==> src/ppbdw_pkg.sv <==
// ----------------------------------------------------------------------------
// ppbdw_pkg
// Types and constants of the ping-pong burst DMA writer.
// ----------------------------------------------------------------------------
package ppbdw_pkg;

  localparam int CHANNELS           = 8;
  localparam int HALF_BUFFER_BURSTS = 200;
  localparam int BURST_WORDS        = 2 * CHANNELS;
  localparam int FULL_BUFFER_BURSTS = 2 * HALF_BUFFER_BURSTS;

  localparam int ADDR_W  = 30;
  localparam int WORD_W  = 32;
  localparam int SLOT_W  = 4;
  localparam int IDX_W   = (BURST_WORDS > 1) ? $clog2(BURST_WORDS) : 1;
  localparam int POS_W   = $clog2(FULL_BUFFER_BURSTS);
  localparam int CFG_IDX_W = 2;

  localparam logic [ADDR_W-1:0] RAM_BASE_RESET    = ADDR_W'(32'h1F40_0004 / 4);
  localparam logic [ADDR_W-1:0] STATUS_ADDR_RESET = ADDR_W'(32'h1F40_0000 / 4);

  // configuration register indexes
  localparam logic [CFG_IDX_W-1:0] REG_RAM_BASE    = CFG_IDX_W'(0);
  localparam logic [CFG_IDX_W-1:0] REG_STATUS_ADDR = CFG_IDX_W'(1);

  // status word values
  localparam logic [WORD_W-1:0] STATUS_FIRST_HALF = WORD_W'(0);
  localparam logic [WORD_W-1:0] STATUS_WRAP       = WORD_W'(1);

  typedef struct packed {
    logic [WORD_W-1:0] sample_word;
    logic [SLOT_W-1:0] slot_index;
    logic              end_of_burst;
  } in_item_t;

  typedef struct packed {
    logic [ADDR_W-1:0] write_word_addr;
    logic [WORD_W-1:0] write_value;
    logic              is_status_write;
    logic              irq_level;
    logic              run_end;
  } out_item_t;

  typedef enum logic [2:0] {
    ST_IDLE   = 3'b001,
    ST_DRAIN  = 3'b010,
    ST_STATUS = 3'b100
  } state_e;

endpackage

==> src/ping_pong_burst_dma_writer.sv <==
// ----------------------------------------------------------------------------
// ping_pong_burst_dma_writer
// Collects sample words in a burst buffer memory and drains each finished
// burst as a run of memory writes into a ping-pong region, with a status
// write and interrupt level when a half of the region is complete.
// ----------------------------------------------------------------------------
//  channel | signals                           | direction | payload
//  --------+-----------------------------------+-----------+----------------
//  in      | in_valid_i / in_ready_o           | sink      | in_item_t
//  out     | out_valid_o / out_ready_i         | source    | out_item_t
//  cfg     | cfg_valid_i / cfg_ready_o         | sink      | index + data
//
//  a beat that does not end a burst is written to the buffer, beats stream back to back while idle
//  an end-of-burst beat starts a drain of BURST_WORDS writes (plus a status
//  write): one buffer memory read per write, output register in the loop
//  reset clears the buffer through per-slot valid bits, no clearing pass
//  a stalled output holds the drain; input is refused until the drain ends
// ----------------------------------------------------------------------------
module ping_pong_burst_dma_writer (
  input  logic                                  clk_i,
  input  logic                                  rst_ni,
  input  logic                                  in_valid_i,
  output logic                                  in_ready_o,
  input  ppbdw_pkg::in_item_t                   in_item_i,
  output logic                                  out_valid_o,
  input  logic                                  out_ready_i,
  output ppbdw_pkg::out_item_t                  out_item_o,
  input  logic                                  cfg_valid_i,
  output logic                                  cfg_ready_o,
  input  logic [ppbdw_pkg::CFG_IDX_W-1:0]       cfg_index_i,
  input  logic [31:0]                           cfg_data_i
);

  localparam int AW = ppbdw_pkg::ADDR_W;
  localparam int WW = ppbdw_pkg::WORD_W;
  localparam int IW = ppbdw_pkg::IDX_W;
  localparam int PW = ppbdw_pkg::POS_W;
  localparam int SW = ppbdw_pkg::SLOT_W;

  ppbdw_pkg::state_e state_q, state_d;

  logic [WW-1:0] slot_mem [ppbdw_pkg::BURST_WORDS];
  logic [ppbdw_pkg::BURST_WORDS-1:0] slot_vld_q;

  logic [AW-1:0] ram_base_q, status_addr_q;
  logic [PW-1:0] pos_q, pos_d;
  logic [AW-1:0] base_q;
  logic [IW-1:0] idx_q;
  logic          status_q, status_wrap_q, irq_q;

  logic                 out_valid_q;
  ppbdw_pkg::out_item_t out_q;

  logic          in_acc, wr_en, load, last_idx;
  logic [SW+IW-1:0] slot_wide;
  logic [IW-1:0] wr_idx;
  logic [PW-1:0] pos_inc;
  logic [AW-1:0] pos_off;

  assign in_ready_o  = (state_q == ppbdw_pkg::ST_IDLE);
  assign cfg_ready_o = 1'b1;
  assign out_valid_o = out_valid_q;
  assign out_item_o  = out_q;

  assign in_acc    = in_valid_i && in_ready_o;
  assign slot_wide = (SW + IW)'(in_item_i.slot_index);
  assign wr_idx    = slot_wide[IW-1:0];
  assign wr_en     = in_acc && (32'(in_item_i.slot_index) < 32'(ppbdw_pkg::BURST_WORDS));

  assign pos_inc  = (32'(pos_q) == 32'(ppbdw_pkg::FULL_BUFFER_BURSTS - 1)) ? '0 : pos_q + 1'b1;
  assign pos_off  = AW'(32'(pos_q) * 32'(ppbdw_pkg::BURST_WORDS));

  // output register free, or freed this cycle
  assign load     = (state_q != ppbdw_pkg::ST_IDLE) && (!out_valid_q || out_ready_i);
  assign last_idx = (idx_q == IW'(ppbdw_pkg::BURST_WORDS - 1));

  always_comb begin
    state_d = state_q;
    pos_d   = pos_q;
    unique case (state_q)
      ppbdw_pkg::ST_IDLE: begin
        if (in_acc && in_item_i.end_of_burst) begin
          state_d = ppbdw_pkg::ST_DRAIN;
          pos_d   = pos_inc;
        end
      end
      ppbdw_pkg::ST_DRAIN: begin
        if (load && last_idx) begin
          state_d = status_q ? ppbdw_pkg::ST_STATUS : ppbdw_pkg::ST_IDLE;
        end
      end
      ppbdw_pkg::ST_STATUS: begin
        if (load) begin
          state_d = ppbdw_pkg::ST_IDLE;
        end
      end
      default: state_d = ppbdw_pkg::ST_IDLE;
    endcase
  end

  always_ff @(posedge clk_i or negedge rst_ni) begin
    if (!rst_ni) begin
      state_q       <= ppbdw_pkg::ST_IDLE;
      pos_q         <= '0;
      irq_q         <= 1'b0;
      status_q      <= 1'b0;
      status_wrap_q <= 1'b0;
      idx_q         <= '0;
      slot_vld_q    <= '0;
      out_valid_q   <= 1'b0;
      ram_base_q    <= ppbdw_pkg::RAM_BASE_RESET;
      status_addr_q <= ppbdw_pkg::STATUS_ADDR_RESET;
    end else begin
      state_q <= state_d;
      pos_q   <= pos_d;
      if (wr_en) begin
        slot_vld_q[wr_idx] <= 1'b1;
      end
      if (in_acc && in_item_i.end_of_burst) begin
        idx_q         <= '0;
        status_q      <= (pos_inc == '0) || (32'(pos_inc) == 32'(ppbdw_pkg::HALF_BUFFER_BURSTS));
        status_wrap_q <= (pos_inc == '0);
        irq_q         <= (pos_inc == '0) || (32'(pos_inc) == 32'(ppbdw_pkg::HALF_BUFFER_BURSTS));
      end else if (load && state_q == ppbdw_pkg::ST_DRAIN) begin
        idx_q <= idx_q + 1'b1;
      end
      if (load) begin
        out_valid_q <= 1'b1;
      end else if (out_ready_i) begin
        out_valid_q <= 1'b0;
      end
      if (cfg_valid_i && cfg_ready_o) begin
        if (cfg_index_i == ppbdw_pkg::REG_RAM_BASE) begin
          ram_base_q <= cfg_data_i[AW-1:0];
        end else if (cfg_index_i == ppbdw_pkg::REG_STATUS_ADDR) begin
          status_addr_q <= cfg_data_i[AW-1:0];
        end
      end
    end
  end

  // buffer memory, burst base and output payload
  always_ff @(posedge clk_i) begin
    if (wr_en) begin
      slot_mem[wr_idx] <= in_item_i.sample_word;
    end
    if (in_acc && in_item_i.end_of_burst) begin
      base_q <= ram_base_q + pos_off;
    end
    if (load) begin
      if (state_q == ppbdw_pkg::ST_STATUS) begin
        out_q.write_word_addr <= status_addr_q;
        out_q.write_value     <= status_wrap_q ? ppbdw_pkg::STATUS_WRAP
                                               : ppbdw_pkg::STATUS_FIRST_HALF;
        out_q.is_status_write <= 1'b1;
        out_q.run_end         <= 1'b1;
      end else begin
        out_q.write_word_addr <= base_q + AW'(idx_q);
        out_q.write_value     <= slot_vld_q[idx_q] ? slot_mem[idx_q] : '0;
        out_q.is_status_write <= 1'b0;
        out_q.run_end         <= last_idx && !status_q;
      end
      out_q.irq_level <= irq_q;
    end
  end

  a_pos_range: assert property (@(posedge clk_i) disable iff (!rst_ni)
    32'(pos_q) < 32'(ppbdw_pkg::FULL_BUFFER_BURSTS))
    else $error("burst position out of range");

  a_last_beat_drains: assert property (@(posedge clk_i) disable iff (!rst_ni)
    (in_acc && in_item_i.end_of_burst) |=> (state_q == ppbdw_pkg::ST_DRAIN))
    else $error("end of burst did not start a drain");

  a_status_needs_flag: assert property (@(posedge clk_i) disable iff (!rst_ni)
    (state_q == ppbdw_pkg::ST_STATUS) |-> (status_q && irq_q))
    else $error("status write without half completion");

  a_status_item: assert property (@(posedge clk_i) disable iff (!rst_ni)
    (load && state_q == ppbdw_pkg::ST_STATUS)
      |=> (out_valid_q && out_q.is_status_write && out_q.run_end))
    else $error("status item malformed");

  a_no_input_in_drain: assert property (@(posedge clk_i) disable iff (!rst_ni)
    (state_q == ppbdw_pkg::ST_DRAIN && !load) |=> $stable(idx_q))
    else $error("drain index moved without a write");

endmodule

==> config.mk <==
export PLATFORM = sky130hd
export DESIGN_NAME = ping_pong_burst_dma_writer
export DESIGN_NICKNAME = d
export VERILOG_FILES = /design/src/ppbdw_pkg.sv /design/src/ping_pong_burst_dma_writer.sv
export SDC_FILE = /design/constraint.sdc
export NUM_CORES = 1
export LEC_CHECK = 0
export ABC_CLOCK_PERIOD_IN_PS = 7440
export BUFFER_PORTS_ARGS = -buffer_cell sky130_fd_sc_hd__buf_4
export CELL_PAD_IN_SITES_DETAIL_PLACEMENT = 1
export CELL_PAD_IN_SITES_GLOBAL_PLACEMENT = 2
export CORE_UTILIZATION = 51
export CTS_BUF_LIST = sky130_fd_sc_hd__clkbuf_16
export DETAILED_ROUTE_END_ITERATION = 12
export GPL_ROUTABILITY_DRIVEN = 0
export PLACE_DENSITY_LB_ADDON = 0.08
export SYNTH_ARGS = -nofsm -noshare
export SYNTH_HDL_FRONTEND = slang
export SYNTH_SLANG_ARGS = --single-unit
==> constraint.sdc <==
create_clock -name clk_i -period 7.44 [get_ports clk_i]
set_input_delay 1.488 -clock clk_i [delete_from_list [all_inputs] [get_ports clk_i]]
set_output_delay 1.488 -clock clk_i [all_outputs]
set_load 0.05 [all_outputs]
==> metrics.md <==
| Metric | Value |
|---|---|
| Status | complete, no violations |
| RSZ-0062 raised after global routing | false |
| Nets | 1685 |
| Clock transition at the registers of the reported paths | 0.06 ns |
| Net Sw Frac | 0.251 |
| Hold-critical path endpoint | base_q[1] |
| Setup slack, reg-to-reg | 3.73 ns |
| Leakage power | 10.7 nW |
| Vias in the first global route | 15.1k |
| Final slew viol count | 0 |
| Final Setup Violations | 0 |
| Post-DRT Antenna Nets | 0 |
| Endpoints failing hold | 0 |
| CTS Hold Bufs | 0 |
| Die Y | 236 um |
| Sequential share of the synthesized area | 0.740 |
| P&R area growth vs syn | 15.2% |
| Critical path class | reg2reg |
| Routed vias | 13.8k |
| DRC Markers | 0 |
| Count leader, synth | edfxtp_1 |
| Top post-synthesis cells by area | edfxtp_1 65%, mux4_2 13%, dfrtp_1 7.3% |
| PostCTS Resize Cnt | 0 |
| First-pass GRT wire length | 95200 um |
| Hold Crit Depth | 0 |
| Yosys top cell by area | edfxtp_1 |
| Worst Hold Launch | ram_base_q[1] |
| Number of I/O port buffers | 140 |
| Synth Flop Type | edfxtp_1 |
| Adder-cell area share of the yosys netlist | 0.00862 |
| Syn Nets | 1504 |
| Drt via density | 5.92 |
| Num CTS Buffers | 73 |
| Clock Skews | 0.0250 ns |
| Comb pwr share | 0.138 |
| Clock latency on the worst-skew pair | 0.62 ns |
| TNS Setup | 0 ns |
| Crit. End Element | flop |
| Maximum vdd drop | 0.211 mV |
| Router iterations before antenna repair | 5 |
| Period utilisation layout | 0.498 |
| Pwr Total | 9.49 mW |
| CP required | 7.76 ns |
| Core area | 0.0539 mm2 |
| Die X | 236 um |
| CTS tree | yes |
| Starting Density | 0.517 |
| Number of synthesized register bits | 702 |
| Worst Tran Pin Value | 1.02 ns |
| Yosys warnings | 0 |
| Post-synth EDFFs | 607 |
| Total GRT Usage | 0.235 |
| Syn Std Cell Area | 0.0279 mm2 |
| Clock power share | 0.363 |
| GRT overflow | 0 |
| R2r endpoint | out_item_o[62] |
| Pin count of the biggest net entering global routing | 93 |
| Layout fillers | 4601 |
| Clk sink count | 702 |
| Synthesized area per cell | 19.8 um2 |
| # H-tree levels | 3 |
| Post-synthesis compound-gate area fraction | 0.0171 |
| Reg2Reg Depth | 8 |
| Most frequent cells after synthesis | 607 x edfxtp_1, 163 x mux4_2, 81 x dfrtp_1 |
| Max FO, Critical Path | 51 |
| WL/cell | 27.0 um |
| Startpoint Class | flop |
| Post CTS Setup Buffer Count | 0 |
| DRT iter0 DRCs | 927 |
| Post-Route WL | 63200 um |
| Cells after synthesis | 1410 |
| CTS Buffer Depth | 3 |
| Internal | 7.10 mW |
| Relative slew slack | 0.322 |
| Worst hold slack | 0.446 ns |
| Seq pwr share | 0.499 |
| Worst path arrival time | 4.02 ns |
| Synth unique cells | 51 |
| Crit-path cells | buf_4 -> ha_1 -> a21o_1 -> a211oi_1 -> nor3_2 -> nand2_1 -> xor2_1 -> o21ai_1 |
| Multiplexer share of the synthesized area | 0.157 |
| DPL Wire Length | 33500 um |
| Main combinational cell family by area after synthesis | multiplexers |
| Crit-path slowest cell | dfrtp_4 |
| CP peak stage delay | 0.94 ns |
| Initial antenna violation count | 2 |
| Std cell rows | 85 |
| I/O pin count | 144 |
| Hold Path Class | reg2reg |
| Die footprint | 0.0556 mm2 |
| Share of cells above drive strength 1 | 0.287 |
| Maxcap violations | 0 |
| Async SR Flop Fraction | 0.135 |
| Power per cell area | 296 mW/mm2 |
| RR Startpoint | idx_q[1] |
| Share of the synthesized area in the top cell type | 0.654 |
| Xor and xnor fraction of the mapped netlist area | 0.0195 |
| Simple-gate share of the synthesized area | 0.0453 |
| Root Buffer | clkbuf_16 |
| Fmax achieved | 270 MHz |
| Psw | 2.39 mW |
| Fin crit period | 3.71 ns |
==> kinds of logic after synthesis <==
logic type,Yosys count
buffers and inverters,73
AND/OR/NAND/NOR,247
flip-flops,702
XOR/XNOR,62
adder cells (fa/ha/maj),18
other,1
multiplexers,225
AO/OA/AOI/OAI,82
==> per-stage QoR <==
step / worst slack (ns) / utilization / cells / area [um2]
2_1_floorplan: 2.66 / - / 1410 / 27900
5_1_grt: 3.46 / 0.595 / 2339 / 32100
3_5_place_dp: 3.63 / 0.554 / 2212 / 29800
6_report: 3.73 / 0.595 / 2339 / 32100
3_3_place_gp: 3.62 / 0.554 / 2212 / 29800
4_1_cts: 3.62 / 0.595 / 2338 / 32100
==> layout make-up <==
type	count	area (um2)	share of cell area
Clock buffer	74	1850	0.0577
Sequential cell	702	20600	0.643
Inverter	9	33.8	0.00105
Timing Repair Buffer	170	1290	0.0402
Antenna cell	1	2.50	0.0000780
Multi-Input combinational cell	635	7020	0.219
Clock inverter	52	385	0.0120
Tap cell	696	871	0.0271
==> power groups by stage <==
| stage | clock, mW | combinational (mW) | sequential [mW] |
|---|---|---|---|
| floorplan | 0 | 0.818 | 4.93 |
| finish | 3.44 | 1.31 | 4.74 |
| global placement | 0 | 1.30 | 4.82 |
| detailed placement | 0 | 1.33 | 4.82 |
| CTS | 3.51 | 1.34 | 4.74 |
| global route | 3.64 | 1.41 | 4.77 |
==> layer usage <==
metal / global-route usage / vias to the layer above / share of wire
li1: - / 5994 / -
met5: 0 / - / 0.00021
met3: 0.0395 / 96 / 0.043
met2: 0.402 / 360 / 0.51
met4: 0.0658 / 2 / 0.022
met1: 0.313 / 7387 / 0.42
==> flip-flops by register name, summed over array words and instances, names as in the netlist, 3 cells and up <==
signal	count
state_q	3
out_item_o	65
ram_base_q	30
slot_vld_q	16
status_addr_q	30
idx_q	4
base_q	30
slot_mem	512
pos_q	9
==> how the worst max path moves through the flow <==
stage	start	end	slack (ns)	cells past startpoint
CTS	idx_q[0]	out_item_o[19]	3.62	6
global placement	idx_q[0]	out_item_o[19]	3.62	6
global route	idx_q[0]	out_item_o[19]	3.46	6
floorplan	out_ready_i	out_item_o[0]	2.66	2
finish	idx_q[1]	out_item_o[62]	3.73	8
detailed placement	idx_q[0]	out_item_o[11]	3.63	6
==> layout by cell type, fill, tap and decap left out, drive strengths merged, types with 16 or more instances in the layout <==
cell type,n
nor2,48
dfrtp,81
or2,16
inv,33
edfxtp,607
o21ai,35
mux2,59
xnor2,33
ha,16
buf,170
clkinv,23
a21oi,23
clkbuf,74
xor2,29
and3,35
mux4,163
nand2,69
==> critical path: cells and delay by family (launching register included) <==
family,cells,cell delay (ns)
compound gates,3,0.75
fa+ha+maj,1,0.36
flops,1,0.94
buf+inv,1,0.70
xor+xnor,1,0.24
simple gates,2,0.36
Note: power is estimated with default switching activity, not from simulation.
